**config.mk**
```make
export PLATFORM = sky130hd
export DESIGN_NAME = brn_queue
export DESIGN_NICKNAME = d
export VERILOG_FILES = /design/src/design/brn_queue.sv
export VERILOG_INCLUDE_DIRS = /design/src /design/src/design
export SDC_FILE = /design/constraint.sdc
export NUM_CORES = 1
export LEC_CHECK = 0
export BUFFER_PORTS_ARGS = -buffer_cell sky130_fd_sc_hd__buf_2
export CORE_MARGIN = 1.5
export CORE_UTILIZATION = 53
export CTS_CLUSTER_DIAMETER = 150
export DETAILED_ROUTE_END_ITERATION = 8
export PLACE_DENSITY = 0.77
export SLEW_MARGIN = 20
export SYNTH_ARGS = -nofsm -noshare
export SYNTH_HDL_FRONTEND = slang
export SYNTH_SLANG_ARGS = --single-unit
```
**constraint.sdc**
```tcl
create_clock -name i_clk -period 2.8 [get_ports i_clk]
set_clock_uncertainty 0.2 [all_clocks]
set_input_delay 0.42 -clock i_clk [delete_from_list [all_inputs] [get_ports i_clk]]
set_output_delay 0.42 -clock i_clk [all_outputs]
set_load 0.02 [all_outputs]
```
**src/design/bitmap_rotate_nearest_assert.svh**
```systemverilog
// ---------------------------------------------------------------------------
// bitmap_rotate_nearest_assert: assertion macros
// Shared concurrent assertion forms, clocked on i_clk, off during reset.
// ---------------------------------------------------------------------------
`ifndef BITMAP_ROTATE_NEAREST_ASSERT_SVH
`define BITMAP_ROTATE_NEAREST_ASSERT_SVH

// same-cycle implication
`define BRN_ASSERT_NOW(label, ante, cons, msg) \
    label: assert property (@(posedge i_clk) disable iff (!i_rst_n) \
        (ante) |-> (cons)) else $error(msg);

// next-cycle implication
`define BRN_ASSERT_NEXT(label, ante, cons, msg) \
    label: assert property (@(posedge i_clk) disable iff (!i_rst_n) \
        (ante) |=> (cons)) else $error(msg);

`endif

```
**src/design/brn_queue.sv**
```systemverilog
// ---------------------------------------------------------------------------
// brn_queue: short word queue
// Decouples the classifier from the datapath so each side stalls alone.
// ---------------------------------------------------------------------------
`include "bitmap_rotate_nearest_assert.svh"

module brn_queue #(
    parameter int WIDTH = 32,
    parameter int DEPTH = 4
) (
    input  logic             i_clk,
    input  logic             i_rst_n,
    input  logic             i_push,
    input  logic [WIDTH-1:0] i_data,
    input  logic             i_pop,
    output logic [WIDTH-1:0] o_data,
    output logic             o_full,
    output logic             o_empty
);

    localparam int PW = (DEPTH > 1) ? $clog2(DEPTH) : 1;
    localparam int CW = $clog2(DEPTH + 1);

    logic [WIDTH-1:0] r_slot [DEPTH];
    logic [PW-1:0]    r_wr_ptr;
    logic [PW-1:0]    r_rd_ptr;
    logic [CW-1:0]    r_count;

    assign o_full  = (r_count == CW'(DEPTH));
    assign o_empty = (r_count == '0);
    assign o_data  = r_slot[r_rd_ptr];

    // pointers and fill count
    always_ff @(posedge i_clk) begin
        if (!i_rst_n) begin
            r_wr_ptr <= '0;
            r_rd_ptr <= '0;
            r_count  <= '0;
        end else begin
            if (i_push) begin
                r_wr_ptr <= (r_wr_ptr == PW'(DEPTH - 1)) ? '0 : r_wr_ptr + PW'(1);
            end
            if (i_pop) begin
                r_rd_ptr <= (r_rd_ptr == PW'(DEPTH - 1)) ? '0 : r_rd_ptr + PW'(1);
            end
            if (i_push && !i_pop) begin
                r_count <= r_count + CW'(1);
            end else if (i_pop && !i_push) begin
                r_count <= r_count - CW'(1);
            end
        end
    end

    // storage
    always_ff @(posedge i_clk) begin
        if (i_push) begin
            r_slot[r_wr_ptr] <= i_data;
        end
    end

    `BRN_ASSERT_NOW(a_pop_nonempty, i_pop, r_count != '0, "pop from empty queue")
    `BRN_ASSERT_NEXT(a_push_counts, i_push && !i_pop, r_count == $past(r_count) + CW'(1), "push lost")

endmodule

```
=== Word-level counts from Yosys, hierarchy flattened ===
Memories as Yosys holds them, arrays and structs flattened. A register that Yosys moved wholly into a read port is not among the register bits.
Index checks and enable logic that the tools add are counted.
W data, S select, Z words.

* Equality and inequality tests: 3
* Reduce and logical (&&, ||, !) cells: 6
* Muxes and demuxes: 8
* $add $sub $neg: 4

{| class="wikitable"
|+ Operators with widths
! operator !! number
|-
| $mux W2 || 4
|-
| $mux W3 || 2
|-
| $add A2 B1 Y2 const B || 2
|-
| $eq A2 B2 Y1 const B || 2
|-
| $add A3 B1 Y3 const B || 1
|-
| $eq A3 B3 Y1 const B || 1
|-
| $logic_not A3 Y1 || 1
|-
| $sub A3 B1 Y3 const B || 1
|-
| $logic_and A1 B1 Y1 || 2
|-
| $logic_not A1 Y1 || 2
|-
| $mux W1 || 2
|-
| $reduce_bool A2 Y1 || 1
|}

* Input port bits: 36
* Logic and storage cells: 25
* RAM bits: 128
* Memories kept: 1
* Bits in registers: 7
* Output and inout bits: 34

{| class="wikitable"
|+ Memories
! name !! words !! width !! read ports !! clocked after memory_dff !! write ports !! RTL line !! text
|-
| r_slot || 4 || 32 || 1 || 1 || 1 || brn_queue.sv:24 || <nowiki>logic [WIDTH-1:0] r_slot [DEPTH];</nowiki>
|}

=== Longest topological paths before layout ===
Gate-level depths: netlist of run 1.

* Depth in word-level cells: 4
* Mapped depth: 7
* Depth with buffers taken out: 7

=== Worst setup path before layout of run 1 ===
OpenSTA, ideal clock, no wires.

* Kind: register to register
* Start point: register r_wr_ptr[0]
* End point: memory r_slot[3][0], enable pin
* Setup slack: 867 ps
* Data required time: 2208 ps
* Data arrival time: 1341 ps
* Stages on the path, launching flop included: 3
* Path through: dfxtp_1 ha_1 and2_1

{| class="wikitable"
|+ RTL lines
! item !! RTL line !! text
|-
| start: declaration || brn_queue.sv:25 || <nowiki>logic [PW-1:0] r_wr_ptr;</nowiki>
|-
| start signal: assignment || brn_queue.sv:41 || <nowiki>r_wr_ptr <= (r_wr_ptr == PW'(DEPTH - 1)) ? '0 : r_wr_ptr + PW'(1);</nowiki>
|-
| end: declaration || brn_queue.sv:24 ||
|}

Straight into the memory's write port.

==> flow_summary.ini, run 1 <==
[sta]
final.setup.tns_ns = 0
max-slew-margin-rel = 0.569
min_period_over_period = 0.940
tightest_slew_ns = 0.647
setup_violations = 0
hold_viol = 0
finalMaxSlewViolations = 0
rsz0062_at_grt = no
min_period_ns = 2.63
max_clock_freq_ghz = 0.380

[logic_synthesis]
async_flop_share = 0
synth_seq_area_share = 0.787
synth_seq_cells = 137
post_synth_instance_area_sq_um = 5120
synth_area_per_cell_sq_um = 24.2
netlist_top_cells_count = sky130_fd_sc_hd__edfxtp_1 (128), sky130_fd_sc_hd__mux4_2 (30), sky130_fd_sc_hd__dfxtp_1 (9), sky130_fd_sc_hd__ha_1 (6)
ys.flop_type = sky130_fd_sc_hd__edfxtp_1
post-synth-top-area-cell = sky130_fd_sc_hd__edfxtp_1
synth.net_count = 254
yosysTopAreaCellShare = 0.751
synth_enable_flop_cells = 128
total_of_warnings_raised_by_yosys = 0
most_used_standard_cell_by_instance_count_after_synthesis = sky130_fd_sc_hd__edfxtp_1
ys_top_cells_by_area = sky130_fd_sc_hd__edfxtp_1 (75%), sky130_fd_sc_hd__mux4_2 (13%), sky130_fd_sc_hd__dfxtp_1 (3.5%)
synth_cell_type_count = 22
synthesis.instances = 211

[route]
routed_wire_per_std_cell_um = 18.4
drt_pre_antenna_iters = 6
detail_route.vias_per_cell = 5.19
routed-via-count = 2458
remaining_drc_errors = 0
totalWireLength_um = 8730
drt_iter0_drc = 107
detail-route-antenna-nets = 0

[grt]
gr-total-overflow = 0
global_route.usage.total = 0.188
grt_start_max_net_pins = 33
first_pass_grt_wire_length_um = 13600
grt_pass1_vias = 2643
grt_antenna_before_repair = 0

[cells_and_area]
final_cell_count_no_fill = 474
area.growth.synth_to_final_pct = 28.4
final_layout_size_suffix_gt1_frac = 0.412
insertedDiodeCount = 0
layout.filler_cells = 606
multi_input_area_sq_um = 996
layout.nets = 375
ff_latch_area_sq_um = 4030

[critical_path]
critical_path_class = reg -> out
timing.critical_path.fanout_max = 27
start_kind = flop
cp-end-kind = output port
cp_data_arrival_time_ns = 2.01
worstPathRequired_ns = 2.18

[clock_network]
cts_inserted_buffers = 17
cts_tree = done
cts_max_level = 4
clock_latency_ns = 0.51
cts.clk_slew.worst_paths_ns = 0.06
clock_sink_count = 137
clock_root_buffer_master = sky130_fd_sc_hd__clkbuf_8
clock_tree.buffer_depth = 2

[status]
outcome = complete, no violations

[power]
power.density_nw_per_um2 = 769
p_leak_uw = 0.00231
ir_drop_uv = 496

[placed_design]
place.gp.congestion = 0.704
post-dp-hpwl_um = 4890
port_buffers = 69
place_inst = 409

[run]
maxCapViolCount = 0

[floorplan]
area_of_the_die_sq_um = 10300
die_w_um = 101
effective_utilization_at_floorplan = 0.551
num_io_pins = 70
die_h_um = 101
placeable_core_region_sq_um = 9280
core.rowCount = 35

[worst_hold_path]
holdCritPathClass = in -> reg
-- logic make-up (layout without fill, tap and decap cells) --
group / Yosys count / in the layout / synth area share
flip-flops: 137 / 137 / 0.787
AO/OA/AOI/OAI: 3 / 3 / 0.00391
multiplexers: 36 / 36 / 0.150
AND/OR/NAND/NOR: 15 / 15 / 0.0176
XOR/XNOR: 2 / 2 / 0.00342
buffers and inverters: 11 / 145 / 0.0198
adder cells (fa/ha/maj): 7 / 7 / 0.0186
-- state kept, by name, summed over array words and instances (netlist names), named ones only --
register / flops
r_slot: 128
r_count: 3
r_rd_ptr: 2
r_wr_ptr: 2
-- worst max-delay path, stage by stage (launching register included) --
cell and delay, ns:
sky130_fd_sc_hd__dfxtp_2 0.46, sky130_fd_sc_hd__buf_12 0.28, sky130_fd_sc_hd__mux4_1 0.58, sky130_fd_sc_hd__buf_2 0.18
-- path summary, 6_finish.rpt --
| path | startpoint | endpoint | slack [ns] | cells past startpoint |
|---|---|---|---|---|
| max | flop | o_data[12] | 0.17 | 3 |
| min | i_pop | flop | 0.07 | 3 |
| max reg2reg | r_wr_ptr[0] | r_slot[3][1] | 0.84 | 3 |
| min reg2reg | r_count[2] | r_count[2] | 0.31 | 2 |
-- report_power, final --
group          switching (uW)  total, uW  internal (uW)
Combinational             255        482            226
Clock                     822       2190           1360
Sequential               42.5       2390           2340
Total                    1120       5050           3930
-- routing by layer --
metal,part of all wire,track usage,up-vias,routed length (um)
met4,0.011,0.0726,0,99
met1,0.43,0.232,1258,3760
met5,0,0,-,0
met2,0.52,0.314,62,4530
li1,-,-,1129,-
met3,0.039,0.0621,9,341
-- per-stage QoR --
step           area [sq um]  power, uW  setup slack (ns)  utilization  hold slack (ns)
4_1_cts                6570       5090            0.0927        0.708           0.0618
2_1_floorplan          5120       2720             0.867            -            0.272
6_report               6570       5050             0.167        0.708           0.0735
3_5_place_dp           5650       2880             0.644        0.608            0.307
3_3_place_gp           5650       2870             0.674        0.608            0.290
5_1_grt                6570       5230            0.0196        0.708           0.0852
-- area by class of cell --
type	instances	share of cell area
flip-flops and latches	137	0.613
multi-input cells	63	0.152
repair buffers	109	0.118
clock buffers	19	0.0642
clock inverters	13	0.0259
well taps	129	0.0246
inverters	4	0.00229
-- cells in the final DEF, fill, tap and decap left out, drive strengths merged, types with 5 or more instances in the layout --
cell type,instances
inv,6
clkbuf,19
dfxtp,9
and2,5
buf,76
mux4,32
edfxtp,128
ha,6
nor2b,5
clkinv,5
dlygate4sd3,33
-- repair_timing --
| item | in CTS | in global routing |
|---|---|---|
| setup buffers | 0 | 0 |
| gates resized for setup | 0 | 0 |
| hold buffers | 33 | 0 |
| endpoints found under the hold margin | 129 | 0 |
Note: power is estimated with default switching activity, not from simulation.
==> inputs of run 2 (changes only) <==
--- a/config.mk
+++ b/config.mk
@@ -9,10 +9,10 @@
 export BUFFER_PORTS_ARGS = -buffer_cell sky130_fd_sc_hd__buf_2
 export CORE_MARGIN = 1.5
 export CORE_UTILIZATION = 53
+export CTS_BUF_LIST = sky130_fd_sc_hd__clkbuf_2
 export CTS_CLUSTER_DIAMETER = 150
 export DETAILED_ROUTE_END_ITERATION = 8
 export PLACE_DENSITY = 0.77
-export SLEW_MARGIN = 20
 export SYNTH_ARGS = -nofsm -noshare
 export SYNTH_HDL_FRONTEND = slang
 export SYNTH_SLANG_ARGS = --single-unit
==> run 2 against run 1 <==
  * Die area stayed put
  * Core utilization shrank 2.8 points
  * Sequential share of layout area increased by 2.6 points
  * Fmax up 2.6%
  * Clock power decreased by 45%
  * Critical path depth unchanged
  * Largest cell class unchanged
==> flow_summary.ini, run 2 (synthesis gave the netlist of run 1 again) <==
[status]
outcome = complete, no violations

[sta]
setup_slack_ns = 0.233
max_clock_freq_ghz = 0.390
hold_viol = 0
min_period_ns = 2.57
rsz0062_at_grt = no
finalMaxSlewViolations = 0
max-slew-margin-rel = 0.562
min_period_over_period = 0.917
tightest_slew_ns = 0.657
final.setup.tns_ns = 0
setup_violations = 0

[critical_path]
timing.critical_path.fanout_max = 13
cp-end-kind = output port
worstPathRequired_ns = 2.18
reg2reg_path_depth = 3
critical_path_class = reg -> out
cp_data_arrival_time_ns = 1.95
start_kind = flop

[route]
routed_wire_per_std_cell_um = 17.7
totalWireLength_um = 8460
detail_route.vias_per_cell = 5.19
drt_iter0_drc = 78
detail-route-antenna-nets = 0
drt_pre_antenna_iters = 4
remaining_drc_errors = 0
routed-via-count = 2486

[cells_and_area]
area.growth.synth_to_final_pct = 23.3
top_flop_regs = r_slot x128, r_count x3
most_common_cell_after_layout_fill_and_taps_aside = sky130_fd_sc_hd__edfxtp_1
final_layout_size_suffix_gt1_frac = 0.426
largest_reg_flops = 128
insertedDiodeCount = 0
layout.nets = 380
most-common-layout-cells = sky130_fd_sc_hd__edfxtp_1 (128), sky130_fd_sc_hd__buf_2 (69), sky130_fd_sc_hd__dlygate4sd3_1 (35), sky130_fd_sc_hd__mux4_2 (32), sky130_fd_sc_hd__clkbuf_2 (19)
final_core_util = 0.679
largest_register = r_slot

[run]
maxCapViolCount = 0

[grt]
grt_pass1_vias = 2606
grt_antenna_before_repair = 0
first_pass_grt_wire_length_um = 12800
grt_start_max_net_pins = 33
gr-total-overflow = 0
globalRouteMet3Util = 0.0524
global_route.usage.total = 0.177
gr-usage-met1 = 0.222
grt-busiest-layer = met2
grtUsageMet2 = 0.291

[placed_design]
port_buffers = 69
place.gp.congestion = 0.704
post-dp-hpwl_um = 4890
pre_cts_slack_ns = 0.644

[floorplan]
effective_utilization_at_floorplan = 0.551
die_h_um = 101
die_w_um = 101
area_of_the_die_sq_um = 10300
num_io_pins = 70
placeable_core_region_sq_um = 9280
core.rowCount = 35

[clock_network]
clock_tree.buffer_depth = 2
clock_sink_count = 137
clock_root_buffer_master = sky130_fd_sc_hd__clkbuf_2
cts_inserted_buffers = 17
cts.clk_slew.worst_paths_ns = 0.21
cts_tree = done
clock_latency_ns = 0.62
cts_max_level = 4

[worst_hold_path]
min_delay_path_depth = 2
holdCritPathClass = in -> reg

[power]
power.density_nw_per_um2 = 648
p_leak_uw = 0.00221
ir_drop_uv = 423
-- run 2: changes by cell type in the layout (fill, tap and decap cells not counted), sizes merged --
cell / change
dlygate4sd3: +2
buf: +2
clkbuf: +1
-- run 2: power by group --
group	switching, uW	internal [uW]	leakage (uW)
registers	40.3	2340	0.00125
clock network	701	513	0.000151
logic	259	237	0.000807
-- run 2: routing by layer --
layer  vias up  wire length [um]
li1       1140                 -
met1      1273              3790
met3         9               311
met4         0                98
met5         -                 0
met2        64              4260
-- run 2: final cells by class --
cell class | instances | area (sq um)
multi-input cells | 63 | 988
flip-flops and latches | 137 | 4030
clock inverters | 13 | 170
fillers | 654 | 2980
inverters | 4 | 15.0
repair buffers | 114 | 846
well taps | 129 | 161
clock buffers | 19 | 95.1
-- run 2: worst paths after layout --
kind | startpoint | end | slack, ns
worst min register to register | r_count[2] | r_count[2] | 0.33
worst min-delay path | i_data[11] | r_slot[2][11] | 0.32
worst max register to register | r_wr_ptr[0] | r_slot[3][1] | 0.83
worst max-delay path | flop | o_data[7] | 0.23
-- run 2: what timing repair did --
| item | CTS | global route |
|---|---|---|
| cloned | 0 | 1 |
| endpoints found under the setup margin | 27 | 27 |
| endpoints found under the hold margin | 137 | 0 |
| gates resized for setup | 5 | 0 |
| hold buffers | 35 | 0 |
| buffers inserted | 0 | 2 |
-- run 2: per-stage QoR --
step / instance area, sq um / power, uW / std cells / hold WS, ns
finish: 6310 / 4090 / 479 / 0.319
global route: 6310 / 4250 / 479 / 0.231
CTS: 6270 / 4120 / 476 / 0.255
detailed placement: 5650 / 2880 / 409 / 0.307
global placement: 5650 / 2870 / 409 / 0.290
floorplan: 5120 / 2720 / 211 / 0.272
-- run 2: critical path, stage by stage (launching register included) --
cell and delay [ns]:
sky130_fd_sc_hd__dfxtp_4 0.44, sky130_fd_sc_hd__clkbuf_16 0.21, sky130_fd_sc_hd__mux4_2 0.50, sky130_fd_sc_hd__buf_2 0.18
