==> src/design/bitmap_rotate_nearest_assert.svh <==
// ---------------------------------------------------------------------------
// bitmap_rotate_nearest_assert: assertion macros
// Shared concurrent assertion forms, clocked on i_clk, off during reset.
// ---------------------------------------------------------------------------
`ifndef BITMAP_ROTATE_NEAREST_ASSERT_SVH
`define BITMAP_ROTATE_NEAREST_ASSERT_SVH

// same-cycle implication
`define BRN_ASSERT_NOW(label, ante, cons, msg) \
    label: assert property (@(posedge i_clk) disable iff (!i_rst_n) \
        (ante) |-> (cons)) else $error(msg);

// next-cycle implication
`define BRN_ASSERT_NEXT(label, ante, cons, msg) \
    label: assert property (@(posedge i_clk) disable iff (!i_rst_n) \
        (ante) |=> (cons)) else $error(msg);

`endif

==> src/design/brn_pkg.sv <==
// ---------------------------------------------------------------------------
// brn_pkg: shared types for the bitmap rotator
// Command word passed from the classifier to the datapath, and geometry.
// ---------------------------------------------------------------------------
package brn_pkg;

    localparam int COORD_W = 6;

    // what the datapath does with a queued word
    typedef enum logic [1:0] {
        KIND_WRITE,
        KIND_FETCH,
        KIND_MISS
    } t_kind;

    // classified command word
    typedef struct packed {
        t_kind                kind;
        logic signed [7:0]    i;
        logic signed [7:0]    j;
        logic [COORD_W-1:0]   col;
        logic [COORD_W-1:0]   row;
    } t_cmd;

    // rotation and effective bitmap size
    typedef struct packed {
        logic signed [15:0] cos_q;
        logic signed [15:0] sin_q;
        logic [6:0]         width_used;
        logic [6:0]         height_used;
    } t_geom;

endpackage

==> src/design/brn_front.sv <==
// ---------------------------------------------------------------------------
// brn_front: word classifier
// Sorts incoming words into writes, in-range fetches and misses and forms
// the centred destination offsets.
// ---------------------------------------------------------------------------
module brn_front import brn_pkg::*; #(
    parameter int MAX_SIDE = 64
) (
    input  logic               i_func,
    input  logic [COORD_W-1:0] i_col,
    input  logic [COORD_W-1:0] i_row,
    input  t_geom              i_geom,
    output logic               o_keep,
    output t_cmd               o_cmd
);

    localparam logic FUNC_WRITE = 1'b0;
    localparam logic FUNC_FETCH = 1'b1;
    localparam logic [8:0] SIDE9 = 9'(MAX_SIDE);

    logic [5:0] half_w;
    logic [5:0] half_h;
    logic       dest_ok;
    logic       write_ok;

    // halves of the size and destination range check
    assign half_w   = i_geom.width_used[6:1];
    assign half_h   = i_geom.height_used[6:1];
    assign dest_ok  = ({1'b0, i_col} < {half_w, 1'b0}) &&
                      ({1'b0, i_row} < {half_h, 1'b0});
    assign write_ok = ({3'b0, i_col} < SIDE9) && ({3'b0, i_row} < SIDE9);

    // classification
    always_comb begin
        o_cmd.i   = $signed({2'b0, i_col}) - $signed({2'b0, half_w});
        o_cmd.j   = $signed({2'b0, i_row}) - $signed({2'b0, half_h});
        o_cmd.col = i_col;
        o_cmd.row = i_row;
        unique case (i_func)
            FUNC_WRITE: begin
                o_cmd.kind = KIND_WRITE;
                o_keep     = write_ok;
            end
            FUNC_FETCH: begin
                o_cmd.kind = dest_ok ? KIND_FETCH : KIND_MISS;
                o_keep     = 1'b1;
            end
            default: begin
                o_cmd.kind = KIND_MISS;
                o_keep     = 1'b0;
            end
        endcase
    end

endmodule

==> config.mk <==
export PLATFORM = sky130hd
export DESIGN_NAME = brn_front
export DESIGN_NICKNAME = d
export VERILOG_FILES = /design/src/design/bitmap_rotate_nearest_assert.svh /design/src/design/brn_pkg.sv /design/src/design/brn_front.sv
export SDC_FILE = /design/constraint.sdc
export NUM_CORES = 1
export LEC_CHECK = 0
export BUFFER_PORTS_ARGS = -buffer_cell sky130_fd_sc_hd__clkbuf_2
export CORE_ASPECT_RATIO = 1.25
export CORE_MARGIN = 5
export CORE_UTILIZATION = 30
export DETAILED_ROUTE_END_ITERATION = 12
export GPL_ROUTABILITY_DRIVEN = 1
export GPL_TIMING_DRIVEN = 0
export PLACE_DENSITY_LB_ADDON = 0.1
export SKIP_LAST_GASP = 1
export SYNTH_ARGS = -nofsm -noshare
export SYNTH_HDL_FRONTEND = slang
export SYNTH_SLANG_ARGS = --single-unit
==> constraint.sdc <==
create_clock -name vclk -period 2.6
set_input_delay 0.52 -clock vclk [all_inputs]
set_output_delay 0.52 -clock vclk [all_outputs]
set_load 0.02 [all_outputs]
Yosys cells after proc, flatten, opt, wreduce, memory -nomap -nowiden
Index checks and enable logic that the tools add are counted.
{ "word_totals": {"register_bits": 0, "output_inout_bits": 31, "input_bits": 59} }
{ "classes": {"add_sub_neg": 2, "n_lt_le_gt_ge": 2, "n_mux": 2, "reduce_logical": 1, "bitwise_logic": 1} }
{ "op_table": {"columns": ["cell", "n"], "rows": [
  ["less-than comparator 6 x 7 -> 1 bit", 2],
  ["subtractor 6 x 6 -> 7 bit", 2],
  ["one-hot mux 2 bit (2 select lines)", 1],
  ["two-way mux 2 bit", 1],
  ["logical AND 1 bit", 1],
  ["NOT 1 bit", 1]
]} }

Logic depth before layout (Yosys ltp)
Gate-level depths: netlist of the first run.
{ "depth": {"depth_word": 4, "depth_mapped": 9} }

Least setup slack after synthesis of the first run
No wires, ideal clock.
{ "synth_timing": {"path_type": "in2out", "from": "input port i_row[0]", "to": "output port o_cmd[19] (netlist name)", "n_path_buf": 1, "required_time_ps": 2080, "stages": 9, "t_arrival_ps": 2423, "setup_slack_ps": -343, "path_cell_list": "inv_1 > ha_1 > inv_1 > fa_1 > a21o_1 > a21oi_1 > nor2_1 > a211oi_1 > buf_4"} }
{ "synth_rtl": {"columns": ["item", "line_no", "source"], "rows": [
  ["start, declared", "brn_front.sv:11", "input logic [COORD_W-1:0] i_row,"],
  ["end, declared", "brn_front.sv:14", "output t_cmd o_cmd"]
]} }

==> out/metrics.sh, run 1 <==
STATUS='finished clean'
USE_MET1=0.0979
DR.PASS1.ITERS=4
DRT-WIRELENGTH-PER-CELL_UM=10.5
ANTENNA_FOUND_INITIAL=0
DPL_WORST_SLACK_NS=-0.0848
TIMING.CRITICAL_PATH.REQUIRED_NS=2.08
TRACK_USAGE=0.103
PLACED_AREA_UM2=1170
POST_ROUTE_CELLS_DRIVE_ABOVE_1_SHARE=0.497
FINAL_HOLD_VIOL_COUNT=0
HOLD_CLASS='primary input to primary output'
FLOORPLAN.DIE_AREA_UM2=3860
SLEW_VIOLATIONS=0
MOSTFREQUENTLAYOUTCELLS='sky130_fd_sc_hd__clkbuf_2, sky130_fd_sc_hd__buf_4, sky130_fd_sc_hd__ha_1'
TIMING.FINAL.WS_SETUP_NS=0.0968
DETAIL_ROUTE.DRC_VIOLATIONS=0
COUNT_OF_SEQUENTIAL_STANDARD_CELLS=0
RSZ_0062_RAISED_AFTER_GLOBAL_ROUTING='yes'
WORSTSETUPSTARTPOINTTYPE='primary input'
DESIGN.CORE.AREA_UM2=2650
AREA.SEQUENTIAL_UM2=0
TOP_LEVEL_PORTS=90
FINALWIRELENGTH_MM=2.08
ENDPOINTS_FAILING_SETUP=0
YOSYS_WARNINGS=0
POST_SYNTH_INST_COUNT=109
POST-ROUTE-MIN-PERIOD_NS=2.50
POST-ROUTE-UTIL=0.451
NUM-FILL-CELLS=284
WORST-PATH-MAX-FANOUT=2
SYNTH.AREA.TOP_CELLS='sky130_fd_sc_hd__ha_1, sky130_fd_sc_hd__buf_4, sky130_fd_sc_hd__inv_1'
SYNTH_SEQ_AREA_SHARE=0
P_PER_AREA_nW_PER_UM2=266
N_CLOCK_BUFFER=0
DETAILED_PLACER_S_ENDING_HPWL_MM=1.95
CRIT_TYPE='primary input to primary output'
ANT_NETS=0
GRT.OVERFLOW.TOTAL=0
SYNTH_TOP_AREA_CELL='sky130_fd_sc_hd__ha_1'
GRT_PASS1_WL_MM=3.38
MAXCAPVIOLCOUNT=0
GRT_PASS1_VIAS=889
POST-ROUTE-CELL-AREA_UM2=1200
PEAKVDDDROP_mV=0.112
SYN_TO_FINAL_GROWTH_PCT=47.0
DETAIL_ROUTE.VIAS_PER_CELL=4.54
FINAL_MIN_PERIOD_OVER_CLOCK_PERIOD=0.963
DPL.CELL_COUNT=198
GR-USAGE-MET3=0.0132
LAYER_CARRYING_THE_MOST_GLOBAL_ROUTE_USAGE='met2'
DIE_HEIGHT_UM=68.3
CP-END-KIND='primary output'
GR-USAGE-MET2=0.238
LARGEST_NET_DEGREE_AT_THE_START_OF_GLOBAL_ROUTING=6
COMBINED_AREA_OF_ALL_SYNTHESIZED_CELLS_UM2=815
INITIAL_CORE_UTILIZATION=0.307
DIE_WIDTH_UM=56.6
CP_DATA_ARRIVAL_TIME_NS=1.98
YOSYS.AREA.TOP_TYPE_SHARE=0.307
NUM-NETS-FINAL=248
FINALNONFILLERCELLS=199
VIA_COUNT=904
INITIALDRTVIOLATIONCOUNT=11
ANTENNA_CELLS_INSERTED=0
LAYOUT.CELLS.MOST_COMMON='sky130_fd_sc_hd__clkbuf_2'
SYNTHESIS.NETS=190
BUFFER_PORTS.INSERTED=55
SYNTHESIS.AREA_PER_INSTANCE_UM2=7.47
SYNTH.LIB_CELLS_USED.DISTINCT=26
TIMING.FMAX_MHz=399
CELLLEAKAGEPOWER_nW=0.679
FINALWEIGHTEDCONGESTION=0.802
ROW_COUNT=21
-- synthesized netlist by cell type --
cell type and n:
sky130_fd_sc_hd__xnor2_1 4, sky130_fd_sc_hd__nor2b_1 3, sky130_fd_sc_hd__o2111ai_1 2, sky130_fd_sc_hd__or3_1 1, sky130_fd_sc_hd__o211ai_1 1, sky130_fd_sc_hd__ha_1 20, sky130_fd_sc_hd__and3_1 1, sky130_fd_sc_hd__conb_1 1
sky130_fd_sc_hd__nand2_1 2, sky130_fd_sc_hd__nand3_1 2, sky130_fd_sc_hd__a211oi_1 3, sky130_fd_sc_hd__o21a_1 4, sky130_fd_sc_hd__nor4bb_1 1, sky130_fd_sc_hd__o311ai_1 1, sky130_fd_sc_hd__nand2b_1 3, sky130_fd_sc_hd__a21oi_1 8
sky130_fd_sc_hd__xor2_1 2, sky130_fd_sc_hd__inv_1 18, sky130_fd_sc_hd__buf_4 15, sky130_fd_sc_hd__fa_1 2, sky130_fd_sc_hd__a21o_1 2, sky130_fd_sc_hd__o41a_1 1, sky130_fd_sc_hd__nand4_1 2, sky130_fd_sc_hd__nor3_1 2
sky130_fd_sc_hd__a311oi_1 1, sky130_fd_sc_hd__nor2_1 7
-- cell type report --
type | count | area (µm²) | area share
plain buffers | 13 | 97.6 | 0.0815
inverters | 18 | 67.6 | 0.0564
multi-input cells | 76 | 682 | 0.569
well taps | 34 | 42.5 | 0.0355
repair buffers | 58 | 308 | 0.257
-- per-stage QoR --
stage               hold WS [ns]  setup TNS (ns)  power (mW)
floorplan                   1.15        -0.00902       0.221
global placement            1.37         -0.0838       0.312
detailed placement          1.37          -0.138       0.317
CTS                         1.37               0       0.318
global route                1.39         -0.0146       0.354
finish                      1.37               0       0.319
-- report_power, final --
part	internal [mW]	leakage (nW)	switching [mW]
logic	0.137	0.679	0.182
clock network	0	0	0
registers	0	0	0
total	0.137	0.679	0.182
-- metal layers --
layer / up-vias / part of all wire
li1: 478 / -
met1: 401 / 0.34
met2: 25 / 0.60
met3: 0 / 0.063
met4: 0 / 0
met5: - / 0
-- critical path, stage by stage --
cell and delay (ns):
sky130_fd_sc_hd__clkbuf_2 0.09, sky130_fd_sc_hd__inv_2 0.07, sky130_fd_sc_hd__ha_4 0.14, sky130_fd_sc_hd__inv_2 0.03
sky130_fd_sc_hd__fa_2 0.34, sky130_fd_sc_hd__a21o_1 0.18, sky130_fd_sc_hd__a21oi_2 0.17, sky130_fd_sc_hd__nor2_1 0.07
sky130_fd_sc_hd__a211oi_2 0.18, sky130_fd_sc_hd__buf_4 0.18
-- logic make-up (layout without fill, tap and decap cells) --
kind of cell             after synthesis  after routing  share of synthesized area
AO/OA/AOI/OAI                         23             23                      0.198
XOR/XNOR                               6              6                     0.0645
adder cells (fa/ha/maj)               22             22                      0.356
buffers and inverters                 33             89                      0.221
other                                  1              1                    0.00460
AND/OR/NAND/NOR                       24             24                      0.155
-- repair_timing --
action | CTS | global route
gates resized for setup | 3 | 8
hold buffers | 0 | 0
setup buffers | 1 | 2
gates cloned | 0 | 0
setup endpoints to repair | 3 | 4
pin swaps | 4 | 0
-- path summary, 6_finish.rpt --
path	from	endpoint	slack (ns)	depth (start not counted)
max	i_col[0]	o_cmd[26]	0.1	10
min	i_func	o_cmd[29]	1.37	3
Power figures use the tool's default switching activity.
==> run 2: changes to the inputs <==
--- a/config.mk
+++ b/config.mk
@@ -11,7 +11,6 @@
 export CORE_UTILIZATION = 30
 export DETAILED_ROUTE_END_ITERATION = 12
 export GPL_ROUTABILITY_DRIVEN = 1
-export GPL_TIMING_DRIVEN = 0
 export PLACE_DENSITY_LB_ADDON = 0.1
 export SKIP_LAST_GASP = 1
 export SYNTH_ARGS = -nofsm -noshare
==> run 2 against run 1 <==
Combinational power fell by 3%. Power fell by 3.1%. Final cell count decreased by 6.0%. Largest power group unchanged.
==> out/metrics.sh, run 2 (synthesis gave the netlist of run 1 again) <==
N_CLOCK_BUFFER=0
CP_DATA_ARRIVAL_TIME_NS=2.04
SYN_TO_FINAL_GROWTH_PCT=37.5
INITIALDRTVIOLATIONCOUNT=16
DETAIL_ROUTE.DRC_VIOLATIONS=0
INITIAL_CORE_UTILIZATION=0.307
ANT_NETS=0
BUFFER_PORTS.INSERTED=55
DIE_HEIGHT_UM=68.3
FINALWEIGHTEDCONGESTION=0.782
HOLDCRITSTARTPOINT='i_row[0]'
WORST-PATH-MAX-FANOUT=2
PEAKVDDDROP_mV=0.107
CP-END-KIND='primary output'
P_PER_AREA_nW_PER_UM2=276
FINAL_MIN_PERIOD_OVER_CLOCK_PERIOD=0.986
FINALWIRELENGTH_MM=2.02
LARGEST_NET_DEGREE_AT_THE_START_OF_GLOBAL_ROUTING=6
HOLDPATHEND='o_cmd[0]'
DESIGN.CORE.AREA_UM2=2650
TRACK_USAGE=0.0976
HOLD_SLACK_NS=1.27
POSTCTSHOLDBUFS=0
P_INT_mW=0.129
GRT_PASS1_WL_MM=3.19
ENDPOINTS_FAILING_SETUP=0
DRT-WIRELENGTH-PER-CELL_UM=10.8
FINAL_HOLD_VIOL_COUNT=0
TOTALNEGATIVESETUPSLACK_NS=0
POST-ROUTE-MIN-PERIOD_NS=2.56
CRIT_TYPE='primary input to primary output'
NUM-NETS-FINAL=236
MAXCAPVIOLCOUNT=0
VIA_COUNT=863
DIE_WIDTH_UM=56.6
TIMING.HOLD.WORST_PATH_DEPTH=2
MOSTFREQUENTLAYOUTCELLS='sky130_fd_sc_hd__clkbuf_2, sky130_fd_sc_hd__ha_1, sky130_fd_sc_hd__inv_1'
RSZ_0062_RAISED_AFTER_GLOBAL_ROUTING='yes'
DR.PASS1.ITERS=3
FLOORPLAN.DIE_AREA_UM2=3860
HOLD_CLASS='primary input to primary output'
WORSTSETUPSTARTPOINT='i_row[0]'
TIMING.FMAX_MHz=390
DETAILED_PLACER_S_ENDING_HPWL_MM=1.87
NET-SWITCHING-POWER_mW=0.181
DETAIL_ROUTE.VIAS_PER_CELL=4.61
CLOCKPOWERSHARE=0
CELLLEAKAGEPOWER_nW=0.626
ROW_COUNT=21
TOP_LEVEL_PORTS=90
PWR-SHARE-COMB=1.000
ANTENNA_CELLS_INSERTED=0
COUNT_OF_SEQUENTIAL_STANDARD_CELLS=0
AREA.SEQUENTIAL_UM2=0
GRT.OVERFLOW.TOTAL=0
SW_FRAC_OF_TOTAL=0.584
LAYOUT.CELLS.MOST_COMMON='sky130_fd_sc_hd__clkbuf_2'
ANTENNA_FOUND_INITIAL=0
WORSTSETUPSTARTPOINTTYPE='primary input'
TIMING.CRITICAL_PATH.REQUIRED_NS=2.08
POST_ROUTE_CELLS_DRIVE_ABOVE_1_SHARE=0.464
GRT_PASS1_VIAS=827
POWER.TOTAL_mW=0.309
SLEW_VIOLATIONS=0
STATUS='finished clean'
SEQPWRFRAC=0
[run 2: changes by cell type in the layout (fill, tap and decap cells not counted), sizes merged]
cell and change:
clkbuf -2, buf -10
[run 2: worst max-delay path by stage]
stage	slack, ns	end
after floorplan	-0.009	o_cmd[19]
after global placement	0.03	o_cmd[18]
after CTS	0.02	o_cmd[19]
final	0.04	o_cmd[18]
after detailed placement	-0.009	o_cmd[18]
after global routing	-0.05	o_cmd[18]
[run 2: worst max-delay path, cell delays in order]
cell and delay, ns:
sky130_fd_sc_hd__buf_8 0.10, sky130_fd_sc_hd__inv_4 0.05, sky130_fd_sc_hd__ha_4 0.12, sky130_fd_sc_hd__inv_2 0.04
sky130_fd_sc_hd__fa_2 0.38, sky130_fd_sc_hd__a21o_1 0.20, sky130_fd_sc_hd__a21oi_2 0.16, sky130_fd_sc_hd__nor2_1 0.07
sky130_fd_sc_hd__a211oi_2 0.22, sky130_fd_sc_hd__buf_4 0.18
[run 2: power by group through the flow]
stage	Combinational, mW	Sequential, mW	Clock, mW
after CTS	0.302	0	0
after global placement	0.296	0	0
after detailed placement	0.300	0	0
after floorplan	0.221	0	0
final	0.309	0	0
after global routing	0.343	0	0
[run 2: layer usage]
layer	part of all wire	track usage	vias to the layer above
met2	0.60	0.215	23
li1	-	-	453
met3	0.054	0.00755	0
met1	0.34	0.104	387
met4	0	0	0
met5	0	0	-
[run 2: cell type report]
type,count,area (µm²)
multi-input cells,76,682
inverters,18,70.1
repair buffers,59,325
fillers,281,1530
well taps,34,42.5
[run 2: per-stage QoR]
stage | setup slack, ns | instances | util | instance area [µm²]
3_5_place_dp | -0.00852 | 184 | 0.400 | 1060
2_1_floorplan | -0.00902 | 109 | - | 850
3_3_place_gp | 0.0295 | 184 | 0.400 | 1060
4_1_cts | 0.0193 | 184 | 0.401 | 1060
5_1_grt | -0.0533 | 187 | 0.422 | 1120
6_report | 0.0352 | 187 | 0.422 | 1120
[run 2: repair_timing]
item | CTS | global route
pin swaps | 2 | 8
setup buffers | 0 | 3
gates cloned | 0 | 0
setup endpoints to repair | 2 | 5
gates resized for setup | 1 | 15
